===== src/rtl/bbt_pkg.sv =====
// ----------------------------------------------------------------------------
// bbt_pkg
// Types, register codes and kernel tables shared by the box blur threshold
// block.
// ----------------------------------------------------------------------------
package bbt_pkg;

  localparam int PIX_W       = 12;
  localparam int ROW_W       = 12;
  localparam int COL_W       = 12;
  localparam int OCOL_W      = 11;
  localparam int WID_W       = 12;
  localparam int HGT_W       = 13;
  localparam int THR_W       = 16;
  localparam int SUM_W       = 16;
  localparam int WSUM_W      = 19;
  localparam int BLUR_W      = 16;
  localparam int LINE_ROWS   = 8;
  localparam int SLOT_W      = 3;
  localparam int MAX_KERNEL  = 9;
  localparam int KSZ_W       = 4;
  localparam int MAX_HEIGHT  = 4096;
  localparam int QUEUE_DEPTH = 4;

  localparam logic [1:0] REG_WIDTH  = 2'd0;
  localparam logic [1:0] REG_HEIGHT = 2'd1;
  localparam logic [1:0] REG_KERNEL = 2'd2;
  localparam logic [1:0] REG_THRESH = 2'd3;

  localparam logic [1:0] KSEL_5 = 2'd0;
  localparam logic [1:0] KSEL_7 = 2'd1;
  localparam logic [1:0] KSEL_9 = 2'd2;

  typedef struct packed {
    logic [PIX_W-1:0] pixel;
    logic             frame_start;
  } in_item_t;

  typedef struct packed {
    logic [ROW_W-1:0]  out_row;
    logic [OCOL_W-1:0] out_col;
    logic [BLUR_W-1:0] blurred;
    logic              above_threshold;
    logic              last;
  } out_item_t;

  typedef struct packed {
    logic [WID_W-1:0] width;
    logic [HGT_W-1:0] height;
    logic [1:0]       ksel;
    logic [THR_W-1:0] threshold;
  } cfg_t;

  typedef logic [LINE_ROWS-1:0][PIX_W-1:0] taps_t;

  typedef struct packed {
    logic              emit;
    logic              last;
    logic [ROW_W-1:0]  row;
    logic [OCOL_W-1:0] col;
  } meta_t;

  typedef struct packed {
    logic [PIX_W-1:0]  pixel;
    taps_t             taps;
    logic [SLOT_W-1:0] slot;
    meta_t             meta;
  } entry_t;

  function automatic logic [KSZ_W-1:0] kernel_size(input logic [1:0] ksel);
    logic [KSZ_W-1:0] k;
    unique case (ksel)
      KSEL_7:  k = 4'd7;
      KSEL_9:  k = 4'd9;
      default: k = 4'd5;
    endcase
    return k;
  endfunction

  function automatic logic [1:0] kernel_shift(input logic [1:0] ksel);
    logic [1:0] s;
    unique case (ksel)
      KSEL_7:  s = 2'd2;
      KSEL_9:  s = 2'd3;
      default: s = 2'd1;
    endcase
    return s;
  endfunction

  function automatic logic [2:0] kernel_half(input logic [1:0] ksel);
    logic [2:0] h;
    unique case (ksel)
      KSEL_7:  h = 3'd3;
      KSEL_9:  h = 3'd4;
      default: h = 3'd2;
    endcase
    return h;
  endfunction

endpackage


===== src/rtl/bbt_fifo.sv =====
// ----------------------------------------------------------------------------
// bbt_fifo
// Short queue of classified items between the front and back parts.
// ----------------------------------------------------------------------------
module bbt_fifo (
  input  logic            clk,
  input  logic            rst_n,
  input  logic            push,
  input  bbt_pkg::entry_t push_data,
  output logic            full,
  input  logic            pop,
  output logic            q_valid,
  output bbt_pkg::entry_t q_data
);
  import bbt_pkg::*;

  localparam int PW = $clog2(QUEUE_DEPTH);
  localparam int CW = $clog2(QUEUE_DEPTH + 1);

  entry_t          store [QUEUE_DEPTH];
  logic [PW-1:0]   wr_ptr_r, rd_ptr_r;
  logic [CW-1:0]   count_r, count_nxt;

  assign full    = count_r == CW'(QUEUE_DEPTH);
  assign q_valid = count_r != '0;
  assign q_data  = store[rd_ptr_r];

  always_comb begin
    count_nxt = count_r;
    if (push && !pop) begin
      count_nxt = count_r + 1'b1;
    end else if (pop && !push) begin
      count_nxt = count_r - 1'b1;
    end
  end

  always_ff @(posedge clk) begin
    if (!rst_n) begin
      wr_ptr_r <= '0;
      rd_ptr_r <= '0;
      count_r  <= '0;
    end else begin
      count_r <= count_nxt;
      if (push) begin
        wr_ptr_r <= (wr_ptr_r == PW'(QUEUE_DEPTH - 1)) ? '0 : wr_ptr_r + 1'b1;
      end
      if (pop) begin
        rd_ptr_r <= (rd_ptr_r == PW'(QUEUE_DEPTH - 1)) ? '0 : rd_ptr_r + 1'b1;
      end
    end
  end

  always_ff @(posedge clk) begin
    if (push) begin
      store[wr_ptr_r] <= push_data;
    end
  end

endmodule


===== config.mk =====
export PLATFORM = sky130hd
export DESIGN_NAME = bbt_fifo
export DESIGN_NICKNAME = d
export VERILOG_FILES = /design/src/rtl/bbt_pkg.sv /design/src/rtl/bbt_fifo.sv
export SDC_FILE = /design/constraint.sdc
export NUM_CORES = 1
export LEC_CHECK = 0
export BUFFER_PORTS_ARGS = -buffer_cell sky130_fd_sc_hd__buf_4
export CAP_MARGIN = 20
export CORE_ASPECT_RATIO = 1.25
export CORE_MARGIN = 1.5
export CORE_UTILIZATION = 48
export DETAILED_ROUTE_END_ITERATION = 8
export PLACE_DENSITY = 0.65
export RECOVER_POWER = 100
export SLEW_MARGIN = 20
export SYNTH_ARGS = -nofsm -noshare
export SYNTH_HDL_FRONTEND = slang
export SYNTH_SLANG_ARGS = --single-unit
export TNS_END_PERCENT = 50

===== constraint.sdc =====
create_clock -name clk -period 4.9 [get_ports clk]
set_clock_uncertainty 0.05 [all_clocks]
set_input_delay 0.245 -clock clk [delete_from_list [all_inputs] [get_ports clk]]
set_output_delay 0.245 -clock clk [all_outputs]
set_load 0.01 [all_outputs]

### Word level (Yosys, flattened, before mapping)

Memories as Yosys holds them, arrays and structs flattened. A register that Yosys moved wholly into a read port is not among the register bits.
Index checks and enable logic that the tools add are counted.

| operators by class | value |
|---|---|
| bitwise logic cells | 0 |
| reductions and logical operators | 6 |
| $lt $le $gt $ge | 0 |
| add/subtract/negate cells | 4 |
| divide/modulo/power cells | 0 |
| mux-type cells | 8 |
| eq/ne operators | 3 |
| shift-type cells | 0 |
| multipliers | 0 |

Operator list:

| cell | count |
|---|---|
| 2-bit two-way mux | 4 |
| 3-bit two-way mux | 2 |
| 2-bit by 1-bit adder with 2-bit output (second input constant) | 2 |
| 2-bit equality test (second input constant) | 2 |
| 3-bit by 1-bit adder with 3-bit output (second input constant) | 1 |
| 3-bit equality test (second input constant) | 1 |
| 3-bit nonzero test | 1 |
| 3-bit by 1-bit subtractor with 3-bit output (second input constant) | 1 |
| 1-bit logical AND | 2 |
| 1-bit zero test | 2 |
| 1-bit two-way mux | 2 |
| 2-bit nonzero test | 1 |

| word-level totals | value |
|---|---|
| word-level logic and storage cells | 25 |
| bits in writable memories | 544 |
| register bits after elaboration | 7 |
| memory bits (read-only) | 0 |
| memories kept | 1 |
| bits in latches | 0 |

Memory list:

| name | depth | bits a word | rd ports | clocked after memory_dff | wr ports | RTL line | source |
|---|---|---|---|---|---|---|---|
| store | 4 | 136 | 1 | 1 | 1 | bbt_fifo.sv:20 | `entry_t store [QUEUE_DEPTH];` |

### Logic depth before layout (Yosys ltp)

| logic depth | value |
|---|---|
| depth after elaboration | 4 |
| gate-level depth with buffers | 7 |
| gate-level depth less buffers | 7 |

### Least setup slack after synthesis

Ideal clock, no wire load.

| timing path | value |
|---|---|
| kind | flip-flop to flip-flop |
| start | reg wr_ptr_r[0] |
| end | mem store[3][0] (netlist name) (enable) |
| data required time | 4.339 ns |
| arrival | 3.659 ns |
| path buffers | 0 |
| cell stages (with the launch flop) | 3 |
| path slack | 0.680 ns |
| cells stage by stage | dfxtp_1 > ha_1 > and2_1 |

RTL lines:

| what | RTL line | source |
|---|---|---|
| from (decl) | bbt_fifo.sv:21 | `logic [PW-1:0] wr_ptr_r, rd_ptr_r;` |
| from (signal assigned) | bbt_fifo.sv:45 | `wr_ptr_r <= (wr_ptr_r == PW'(QUEUE_DEPTH - 1)) ? '0 : wr_ptr_r + 1'b1;` |
| to (decl) | bbt_fifo.sv:20 |  |

Straight into the memory's write port.

### Final worst setup path

| timing path | value |
|---|---|
| start | in push |
| end | mem store[3][20] (netlist name) (enable) |

| on the way | value |
|---|---|
| longest elaborated chain between the ends | 2 |

Ends and longest elaborated chain:

| what | RTL line | source |
|---|---|---|
| from (decl) | bbt_fifo.sv:8 | `input logic push,` |
| 1-bit two-way mux | bbt_fifo.sv:54 | `if (push) begin` |
| 1-bit two-way mux (implied by the code) | bbt_fifo.sv:55 | `store[wr_ptr_r] <= push_data;` |

No other way between the ends.

==> flow_summary.ini <==
[status]
outcome = complete, but fails checks
violations = max-capacitance violations, max-slew violations

[power_and_ir_drop]
p_switching_mw = 2.14
powerDensity_nw_per_um2 = 406
pwr-share-clk_pct = 36.5
pwr-share-seq_pct = 54.7
power_mw = 10.0
p_leak_nw = 7.72
switching_share_pct = 21.3
power.share.combinational_pct = 8.8
ir_drop_v = 0.000301
internal-power_mw = 7.90

[sta]
setup_viol = 0
hold_viol_final = 0
slew_headroom_pct = -33.0
fmax_mhz = 271
worst_pin_slew_ns = 1.99
period_minus_slack_ns = 3.69
slew_viol_final = 227
finalCritPeriodShare_pct = 75.3
whs_ns = 0.413
finalWorstSetupSlack_ns = 1.21
rsz0062_at_grt = false
tns_ns = 0

[global_routing]
first_global_vias = 10342
grt_use_met2_pct = 32.7
met3_usage_pct = 3.94
grt_use_total_pct = 18.3
antenna_found_initial = 1
grtUsageMet1_pct = 22.1
grt_pass1_wl_um = 58300
busiest_layer = met2
grt_max_degree = 82
grt_overflow = 0

[final_layout]
multi_input_area_um2 = 3330
regArea_um2 = 16500
nets = 1354
final_cells = 1799
fill_cells = 3159
drive_gt1_share_pct = 18.4
area_growth_pct = 23.3

[worst_setup_path]
cp_common_cell = clkbuf_1
worstPathArrival_ns = 3.81
crit_chain = dlygate4sd3_1 > clkbuf_1 > and2_0 > clkbuf_1
endpoint_kind = flip-flop
critPathLaunchType = input pin
crit_fanout = 23
crit_slowest_cell = and2_0
cp_data_required_time_ns = 5.02
cp_top_family = buffers and inverters
critPathMaxStageDelay_ns = 1.54
critPathBufInv = 3
crit_type = input pin to flip-flop

[route]
drc = 0
wirelength_um = 38100
routed_via_density = 5.19
postRouteAntennaNets = 0
first_pass_iters = 4
vias = 9339
drt-initial-drc-count = 530
wl_per_cell_um = 21.2

[yosys]
syn_inst = 754
synthFlopType = edfxtp_1
yosysTopAreaCell = edfxtp_1
yosysSeqAreaShare_pct = 82.4
async_reset_ff_share_pct = 0
synth_top_area_share_pct = 81.5
synthDistinctLibCells = 22
ys_warn_count = 0
syn-num-nets = 901
synth-seq-cells = 553
ys_top_cells_by_area = edfxtp_1 (82%), mux4_2 (15%), dfxtp_1 (0.90%), buf_2 (0.37%), ha_1 (0.37%)
synthesis.area_um2 = 20000
synth_edf_count = 544
syn_avg_cell_area_um2 = 26.6

[place]
port_buffers = 277
pre_cts_slack_ns = 2.30
place_hpwl_um = 22200
placedCellCount = 1567
place_congestion = 0.704

[cts]
clockBufferDepth = 3
ctsResizeCount = 0
cts_tree = built
root_buffer = clkbuf_16
ctsHoldBuffers = 139
clk_latency_ns = 0.56
cts_buffers = 50
cts_sinks = 553
clk_pin_slew_ns = 0.06
post-cts-setup-buffers = 0
htreeDepth = 2

[floorplan]
coreArea_um2 = 41100
core.rowCount = 83
die_y_um = 231
die-area_um2 = 43000
initial_core_util_pct = 48.7
dieWidth_um = 186
pin_count = 278

[min_path]
hold_path.class = input pin to flip-flop

[flow_run]
maxCapViolations = 6
-- logic make-up after synthesis --
kind of cell,synth area share (%)
simple gates,0.456
fa+ha+maj,0.474
compound gates,0.0999
mux,15.5
flops,82.4
buf+inv,0.993
xor+xnor,0.0874
-- area by class of cell --
cell class              count  area share [%]
repair buffers            431            10.5
flip-flops and latches    553            66.8
clock inverters            24           0.694
inverters                   4          0.0607
multi-input cells         167            13.5
clock buffers              67            5.57
diodes                      1          0.0101
well taps                 552            2.79
-- flip-flops by register name, indices dropped and copies added, names as in the netlist, named ones only --
register,count
count_r,3
store,544
rd_ptr_r,2
wr_ptr_r,2
-- final timing paths --
kind,start,to,slack (ns),cells after the start
min,push_data[12],store[2][12],0.41,2
max reg2reg,wr_ptr_r[0],store[3][20],1.26,3
min reg2reg,count_r[2],count_r[2],0.48,2
max,push,store[3][20],1.21,4
-- routing by layer --
| layer | vias to the layer above | share of wire, % | wire length, um |
|---|---|---|---|
| met3 | 65 | 5.5 | 2100 |
| li1 | 4175 | - | - |
| met2 | 250 | 53 | 20300 |
| met4 | 0 | 2.6 | 987 |
| met5 | - | 0 | 0 |
| met1 | 4849 | 39 | 14800 |
-- power groups by stage --
stage                     Clock (mW)  Sequential [mW]  Combinational (mW)
after floorplan                    0             5.58               0.501
after detailed placement           0             5.60               0.982
after global routing            3.93             5.51               0.960
after global placement             0             5.59               0.976
final                           3.67             5.49               0.881
after CTS                       3.77             5.49                1.08
-- Yosys cell counts (2+ instances only) --
master	count
and2_1	5
buf_2	15
buf_4	2
buf_6	6
clkbuf_1	7
dfxtp_1	9
edfxtp_1	544
ha_1	6
inv_1	4
mux2i_1	4
mux4_2	136
nor2b_1	5
or3_1	2
-- through the flow --
step | utilization, % | cell area, um^2
final | 60.1 | 24700
after global routing | 60.1 | 24700
after CTS | 62.6 | 25800
after detailed placement | 55.5 | 22800
after global placement | 55.5 | 22800
after floorplan | - | 20000
-- worst register-to-register path: stages, from the launching register on --
cell and delay (ns):
dfxtp_1 0.40, ha_1 0.18, and2_0 1.47, clkbuf_1 1.13
-- placed cells by master (no fill, tap or decap) --
cell | synthesis | final
edfxtp_1 | 544 | 544
clkbuf_1 | 7 | 286
dlygate4sd3_1 | 0 | 139
mux4_2 | 136 | 136
clkbuf_16 | 0 | 51
buf_4 | 2 | 11
clkinv_2 | 0 | 9
clkinv_1 | 0 | 9
dfxtp_1 | 9 | 7
ha_1 | 6 | 6
nor2b_1 | 5 | 5
inv_1 | 4 | 4
mux2i_1 | 4 | 4
clkbuf_8 | 0 | 4
and2_4 | 0 | 3
clkbuf_2 | 0 | 3
buf_12 | 0 | 3
or3_1 | 2 | 2
inv_6 | 0 | 2
bufinv_16 | 0 | 2
clkinvlp_4 | 0 | 2
diode_2 | 0 | 1
and2_0 | 0 | 1
nor3b_1 | 1 | 1
xnor2_1 | 1 | 1
and2_1 | 5 | 1
nor2_1 | 1 | 1
nor3_1 | 1 | 1
o21a_1 | 1 | 1
xor2_1 | 1 | 1
o21ai_0 | 1 | 1
a21boi_0 | 1 | 1
fa_1 | 1 | 1
dfxtp_2 | 0 | 1
dfxtp_4 | 0 | 1
buf_16 | 0 | 1
Note: power is estimated with default switching activity, not from simulation.
