**config.mk**
```make
export PLATFORM = sky130hd
export DESIGN_NAME = bbt_back
export DESIGN_NICKNAME = d
export VERILOG_FILES = /design/src/rtl/bbt_pkg.sv /design/src/rtl/bbt_back.sv
export SDC_FILE = /design/constraint.sdc
export NUM_CORES = 1
export LEC_CHECK = 0
export ABC_AREA = 1
export CAP_MARGIN = 20
export CORE_AREA = 5 5 247 201
export DETAILED_ROUTE_END_ITERATION = 8
export DIE_AREA = 0 0 252 206
export DONT_BUFFER_PORTS = 1
export PLACE_DENSITY = 0.72
export SLEW_MARGIN = 15
export SYNTH_ARGS = -nofsm -noshare
export SYNTH_HDL_FRONTEND = slang
export SYNTH_SLANG_ARGS = --single-unit
export TNS_END_PERCENT = 1
```
**constraint.sdc**
```tcl
create_clock -name clk -period 9.55 [get_ports clk]
set_input_delay 0 -clock clk [delete_from_list [all_inputs] [get_ports clk]]
set_output_delay 0 -clock clk [all_outputs]
set_load 0.01 [all_outputs]
```
**src/rtl/bbt_pkg.sv**
```systemverilog
// ----------------------------------------------------------------------------
// bbt_pkg
// Types, register codes and kernel tables shared by the box blur threshold
// block.
// ----------------------------------------------------------------------------
package bbt_pkg;

  localparam int PIX_W       = 12;
  localparam int ROW_W       = 12;
  localparam int COL_W       = 12;
  localparam int OCOL_W      = 11;
  localparam int WID_W       = 12;
  localparam int HGT_W       = 13;
  localparam int THR_W       = 16;
  localparam int SUM_W       = 16;
  localparam int WSUM_W      = 19;
  localparam int BLUR_W      = 16;
  localparam int LINE_ROWS   = 8;
  localparam int SLOT_W      = 3;
  localparam int MAX_KERNEL  = 9;
  localparam int KSZ_W       = 4;
  localparam int MAX_HEIGHT  = 4096;
  localparam int QUEUE_DEPTH = 4;

  localparam logic [1:0] REG_WIDTH  = 2'd0;
  localparam logic [1:0] REG_HEIGHT = 2'd1;
  localparam logic [1:0] REG_KERNEL = 2'd2;
  localparam logic [1:0] REG_THRESH = 2'd3;

  localparam logic [1:0] KSEL_5 = 2'd0;
  localparam logic [1:0] KSEL_7 = 2'd1;
  localparam logic [1:0] KSEL_9 = 2'd2;

  typedef struct packed {
    logic [PIX_W-1:0] pixel;
    logic             frame_start;
  } in_item_t;

  typedef struct packed {
    logic [ROW_W-1:0]  out_row;
    logic [OCOL_W-1:0] out_col;
    logic [BLUR_W-1:0] blurred;
    logic              above_threshold;
    logic              last;
  } out_item_t;

  typedef struct packed {
    logic [WID_W-1:0] width;
    logic [HGT_W-1:0] height;
    logic [1:0]       ksel;
    logic [THR_W-1:0] threshold;
  } cfg_t;

  typedef logic [LINE_ROWS-1:0][PIX_W-1:0] taps_t;

  typedef struct packed {
    logic              emit;
    logic              last;
    logic [ROW_W-1:0]  row;
    logic [OCOL_W-1:0] col;
  } meta_t;

  typedef struct packed {
    logic [PIX_W-1:0]  pixel;
    taps_t             taps;
    logic [SLOT_W-1:0] slot;
    meta_t             meta;
  } entry_t;

  function automatic logic [KSZ_W-1:0] kernel_size(input logic [1:0] ksel);
    logic [KSZ_W-1:0] k;
    unique case (ksel)
      KSEL_7:  k = 4'd7;
      KSEL_9:  k = 4'd9;
      default: k = 4'd5;
    endcase
    return k;
  endfunction

  function automatic logic [1:0] kernel_shift(input logic [1:0] ksel);
    logic [1:0] s;
    unique case (ksel)
      KSEL_7:  s = 2'd2;
      KSEL_9:  s = 2'd3;
      default: s = 2'd1;
    endcase
    return s;
  endfunction

  function automatic logic [2:0] kernel_half(input logic [1:0] ksel);
    logic [2:0] h;
    unique case (ksel)
      KSEL_7:  h = 3'd3;
      KSEL_9:  h = 3'd4;
      default: h = 3'd2;
    endcase
    return h;
  endfunction

endpackage

```
**src/rtl/bbt_back.sv**
```systemverilog
// ----------------------------------------------------------------------------
// bbt_back
// Vertical sum, column sum history, window sum, scaling, threshold compare
// and the output register.
// ----------------------------------------------------------------------------
module bbt_back (
  input  logic               clk,
  input  logic               rst_n,
  input  bbt_pkg::cfg_t      cfg,
  input  logic               q_valid,
  input  bbt_pkg::entry_t    q_data,
  output logic               pop,
  output logic               out_valid,
  input  logic               out_stall,
  output bbt_pkg::out_item_t out_data
);
  import bbt_pkg::*;

  logic [KSZ_W-1:0]  k;
  logic [1:0]        shift;

  logic              s1v_r;
  meta_t             s1_meta_r;
  logic [SUM_W-1:0]  vsum_r;
  logic [SUM_W-1:0]  vsum_c;
  logic [SLOT_W-1:0] tap_idx;

  logic              s2v_r;
  meta_t             s2_meta_r;
  logic [WSUM_W-1:0] wsum_r;
  logic [WSUM_W-1:0] wsum_c;
  logic [SUM_W-1:0]  term;

  logic [SUM_W-1:0]  colsum_r [MAX_KERNEL];

  logic              ov_r;
  out_item_t         od_r;
  logic [BLUR_W-1:0] blur;

  logic o_free, s2_go, s2_free, s1_go, s1_free;

  assign k     = kernel_size(cfg.ksel);
  assign shift = kernel_shift(cfg.ksel);

  assign o_free  = !ov_r || !out_stall;
  assign s2_go   = s2v_r && (!s2_meta_r.emit || o_free);
  assign s2_free = !s2v_r || s2_go;
  assign s1_go   = s1v_r && s2_free;
  assign s1_free = !s1v_r || s1_go;
  assign pop     = q_valid && s1_free;

  always_comb begin
    tap_idx = '0;
    vsum_c  = SUM_W'(q_data.pixel);
    for (int i = 1; i < MAX_KERNEL; i++) begin
      tap_idx = q_data.slot - SLOT_W'(i);
      if (KSZ_W'(i) < k) begin
        vsum_c = vsum_c + SUM_W'(q_data.taps[tap_idx]);
      end
    end
  end

  always_comb begin
    term   = '0;
    wsum_c = '0;
    for (int i = 0; i < MAX_KERNEL; i++) begin
      term = (i == 0) ? vsum_r : colsum_r[(i == 0) ? 0 : i - 1];
      if (KSZ_W'(i) < k) begin
        wsum_c = wsum_c + WSUM_W'(term);
      end
    end
  end

  assign blur = BLUR_W'(wsum_r >> shift);

  always_ff @(posedge clk) begin
    if (!rst_n) begin
      s1v_r <= 1'b0;
      s2v_r <= 1'b0;
      ov_r  <= 1'b0;
      for (int i = 0; i < MAX_KERNEL; i++) begin
        colsum_r[i] <= '0;
      end
    end else begin
      if (pop) begin
        s1v_r <= 1'b1;
      end else if (s1_go) begin
        s1v_r <= 1'b0;
      end
      if (s1_go) begin
        s2v_r       <= 1'b1;
        colsum_r[0] <= vsum_r;
        for (int i = 1; i < MAX_KERNEL; i++) begin
          colsum_r[i] <= colsum_r[i-1];
        end
      end else if (s2_go) begin
        s2v_r <= 1'b0;
      end
      if (s2_go && s2_meta_r.emit) begin
        ov_r <= 1'b1;
      end else if (!out_stall) begin
        ov_r <= 1'b0;
      end
    end
  end

  always_ff @(posedge clk) begin
    if (pop) begin
      s1_meta_r <= q_data.meta;
      vsum_r    <= vsum_c;
    end
    if (s1_go) begin
      s2_meta_r <= s1_meta_r;
      wsum_r    <= wsum_c;
    end
    if (s2_go && s2_meta_r.emit) begin
      od_r.out_row         <= s2_meta_r.row;
      od_r.out_col         <= s2_meta_r.col;
      od_r.blurred         <= blur;
      od_r.above_threshold <= blur > cfg.threshold;
      od_r.last            <= s2_meta_r.last;
    end
  end

  assign out_valid = ov_r;
  assign out_data  = od_r;

endmodule

```
Yosys cells after proc, flatten, opt, wreduce, memory -nomap -nowiden
Memories as Yosys holds them, arrays and structs flattened. Index checks and enable logic that the tools add are counted.

$add $sub $neg: 23. $lt $le $gt $ge: 18. Eq/ne operators: 3. Shifts and indexed selects: 1. Multiplexer cells: 54. Bitwise gates (word level): 9. Reduce and logical (&&, ||, !) cells: 15.

Operators with widths (number): 12-bit binary-select mux with 3-bit select (8); 16-bit two-way mux (17); 19-bit by 16-bit adder with 19-bit output (8); 19-bit two-way mux (8); 16-bit by 12-bit adder with 16-bit output (7); 12-bit two-way mux (8); 3-bit by 4-bit less-than comparator with 1-bit output (second input constant) (8); 19-bit by 2-bit >> shifter with 16-bit output (1); 16-bit > comparator (1); 3-bit by 4-bit less-than comparator with 1-bit output (first input constant) (4); 12-bit by 12-bit adder with 13-bit output (1); 13-bit two-way mux (1); 3-bit subtractor (second input constant) (4); 1-bit two-way mux (10); 1-bit bitwise OR (9); 1-bit by 4-bit less-than comparator with 1-bit output (first input constant) (2); 2-bit by 4-bit less-than comparator with 1-bit output (first input constant) (2); 4-bit case mux with 2 select lines (1); 3-bit by 2-bit subtractor with 3-bit output (second input constant) (2); 1-bit logical NOT (5); 1-bit logical AND (4); 1-bit logical OR (4); 4-bit less-than comparator (first input constant) (1); 2-bit case mux with 2 select lines (1); 5 further kinds (6).

Register bits: 129. RAM bits: 144. Bits of input ports: 183. Output and inout port bits: 43. Logic and storage cells: 142. Memories kept: 1.

Memory list: colsum_r (words 9, bits a word 16, read ports 8, clocked after Yosys merged registers in 0, wr ports 9, line bbt_back.sv:34) `logic [SUM_W-1:0] colsum_r [MAX_KERNEL];`.

Depth between registers and ports, before layout
Depth after elaboration: 20. Mapped depth: 71. Mapped depth without buffers: 69.

Worst setup path before layout
Ideal clock, no wire load.

Path kind: register to register. Start point: register s2_meta_r[24] in the netlist's numbering. End point: memory colsum_r[0][0], enable pin. Setup time: 0.792 ns. Data arrival time: 9.451 ns. Data required time: 8.758 ns. Setup slack: -0.693 ns. Stages on the path, launching flop included: 4. Path buffers: 0. Period minus slack after synthesis: 10.243 ns. Cells stage by stage: edfxtp_1 nand2_1 nor2_1 o21ai_0.

RTL lines: start, declared (line bbt_back.sv:29) `meta_t s2_meta_r;`; start signal, assigned (line bbt_back.sv:113) `s2_meta_r <= s1_meta_r;`; end, declared (line bbt_back.sv:34).

==> flow_summary.toml <==
[status]
status = "complete, but fails checks"
violations = "setup timing"

[yosys]
yosysTopAreaCell = "edfxtp_1"
syn-num-nets = 4013
synth_seq_cells = 257
postSynthAreaPerCell_um2 = 7.13
synth_area_leaders = "edfxtp_1, ha_1, nand2_1, inv_1, a21oi_1"
synthArstFlopShare_pct = 0
yosysTopAreaCellShare_pct = 30.0
synth_edf_count = 254
netlist_area_um2 = 25400
seq_area_frac_synth_pct = 30.3
synth.distinct_cells = 60
synth_cells = 3559
ys_warn_count = 0
synth-main-ff-cell = "edfxtp_1"

[timing]
maxSlewHeadroom_pct = 25.7
skew_ps = 18.8
setup_tns_ps = -98.1
finalCriticalPeriod_ps = 9590
postLayoutSetupSlackWorst_ps = -35.4
whs_ps = 35.4
slew_violations = 0
rsz0062_at_grt = "true"
fin_crit_sh_pct = 100
hold_viol = 0
setup_viol = 4
clock.fmax_mhz = 104
worst_pin_slew_ps = 1110

[clock_tree]
cts_root_buf = "clkbuf_16"
clk_latency_ps = 570
path_clk_slew_ps = 70
cts.htree.levels = 1
cts_buffers = 25
cts_sinks = 257
clk_path_buf_depth = 3
cts_tree = "yes"

[placement]
io_buffers = 0
dp_cells = 4439
gp_congestion = 0.970
dp_hpwl_um = 56500

[die]
fp.dieH_um = 206
rows = 71
io-pin-count = 226
coreArea_um2 = 46600
initial_core_util_pct = 54.4
die_w_um = 252
dieArea_um2 = 51900

[layout]
antennaDiodeCount = 0
drive_above_1_share_pct = 20.0
nFillCells = 3815
nets = 4371
area_growth_syn_to_layout_pct = 23.3
finalNonFillerCells = 4556
multiInputGateArea_um2 = 16600
regArea_um2 = 7690

[grt]
grt-ovfl-total = 0
grt_pass1_wl_um = 117000
grt_pass1_vias = 22300
grt_max_degree = 99
track_usage_pct = 27.2
antenna_found_initial = 1

[setup_path]
crit_fanout = 4
cp_slowest_stage_delay_ps = 520
path_class = "reg -> reg"
setup.worst_path.end_class = "flop"
worst_ep_arrival_time_ps = 9910
cp-start-kind = "flop"
slowest_stage = "fa_2"
crit_required_ps = 9870

[routing]
drt-vias-per-instance = 5.45
drc = 0
detail-route-antenna-nets = 0
finalWirelength_um = 76200
firstDrtPassIters = 6
drtIter0Drc = 2675
vias = 24800
wire_per_inst_um = 16.7

[worst_hold_path]
min_path_type = "in -> reg"

[flow_run]
drv_cap = 0
[sequential cells by signal, indices dropped and copies added (netlist names)]
register,cells
colsum_r,128
out_data,41
s1_meta_r,25
s2_meta_r,25
wsum_r,19
vsum_r,16
out_valid,1
s1v_r,1
s2v_r,1
[stage by stage]
stage / setup slack [ps] / cell area [µm²] / util [%]
after floorplan: -293 / 25400 / -
after global placement: -343 / 28600 / 61.3
after detailed placement: -467 / 28600 / 61.3
after CTS: 0.296 / 29900 / 64.2
after global routing: -600 / 31300 / 67.1
final: -35.4 / 31300 / 67.1
[routing by layer]
layer	GRT usage, %	vias to the layer above	wire length, µm
met4	3.33	2	1150
li1	-	12500	-
met2	38.7	948	31000
met1	43.3	11300	36400
met3	5.88	101	7630
met5	0	-	13
[worst max-delay path, delay by kind of cell (launching register included)]
kind,cells,cell delay (ps)
AO/OA/AOI/OAI,21,2930
adder cells (fa/ha/maj),9,2810
AND/OR/NAND/NOR,19,1990
buffers and inverters,9,890
flip-flops,1,380
XOR/XNOR,2,350
[Yosys cell counts, types with 6 or more instances]
| library cell | instances |
|---|---|
| inv_1 | 477 |
| a21boi_0 | 9 |
| or2_2 | 40 |
| mux2i_1 | 31 |
| nand2_1 | 806 |
| xor2_1 | 71 |
| o21ai_0 | 319 |
| o211ai_1 | 6 |
| nor2_1 | 380 |
| nor3_1 | 13 |
| nor2_4 | 6 |
| buf_1 | 18 |
| clkbuf_1 | 93 |
| edfxtp_1 | 254 |
| o21bai_1 | 20 |
| inv_2 | 13 |
| xnor2_1 | 64 |
| nand3_2 | 7 |
| fa_1 | 16 |
| a21oi_2 | 6 |
| nand3_1 | 134 |
| ha_1 | 255 |
| nand4_1 | 13 |
| a31oi_1 | 17 |
| o21ai_1 | 18 |
| a21o_1 | 17 |
| nand2_2 | 25 |
| o21a_1 | 18 |
| a21oi_1 | 347 |
[worst paths after layout]
path | start | to | slack [ps] | cells past startpoint
worst max register to register | colsum_r[0][0]$_SDFFCE_PN0P_ | wsum_r[18]$_DFFE_PP_ | -40 | 60
worst max-delay path | colsum_r[0][0]$_SDFFCE_PN0P_ | wsum_r[18]$_DFFE_PP_ | -40 | 60
worst min-delay path | cfg[2] | out_data[1]$_DFFE_PP_ | 40 | 5
worst min register to register | s1_meta_r[5]$_DFFE_PP_ | s2_meta_r[5]$_DFFE_PP_ | 410 | 0
[placed cells by master, fill, tap and decap left out, drive strengths merged, types with 2 or more instances in the layout]
master	Yosys	routed
nand2	836	836
inv	491	494
buf	24	416
nor2	390	390
a21oi	353	353
o21ai	340	340
ha	255	255
edfxtp	254	254
nand3	141	141
xor2	71	71
xnor2	65	65
or2	42	42
clkbuf	93	34
dlygate4sd3	0	32
mux2i	31	31
o21bai	21	21
o21a	18	18
a21o	17	17
a31oi	17	17
fa	16	16
nand4	14	14
nor3	14	14
a21boi	14	14
o211ai	6	6
bufinv	0	5
a211oi	5	5
clkinv	2	5
o22ai	3	3
and2	3	3
nand3b	3	3
dfxtp	3	3
o31ai	3	3
o211a	2	2
a22oi	2	2
o2111ai	2	2
a31o	2	2
[area by class of cell]
cell class | instances | area share, %
Timing Repair Buffer | 448 | 11.1
Tap cell | 620 | 2.48
Clock buffer | 34 | 2.17
Multi-Input combinational cell | 2692 | 53.0
Sequential cell | 257 | 24.6
Inverter | 493 | 5.95
Clock inverter | 12 | 0.684
[kinds of logic after synthesis]
kind of cell               share of synthesized area (%)
adders and majority gates                           13.8
buffers and inverters                               9.13
AOI/OAI and AO/OA                                   17.3
xor gates and xnor gates                            4.72
and+or+nand+nor                                     23.6
DFF                                                 30.3
muxes                                               1.22
[timing repair]
action,in CTS,in global routing
hold buffers,32,0
buffers inserted,3,39
setup endpoints to repair,6,18
resized for setup,31,254
endpoints found under the hold margin,102,0
pin swaps,10,183
Power is not shown: default switching activity piles up to over one toggle a cycle in this logic, so the estimate is an artifact.
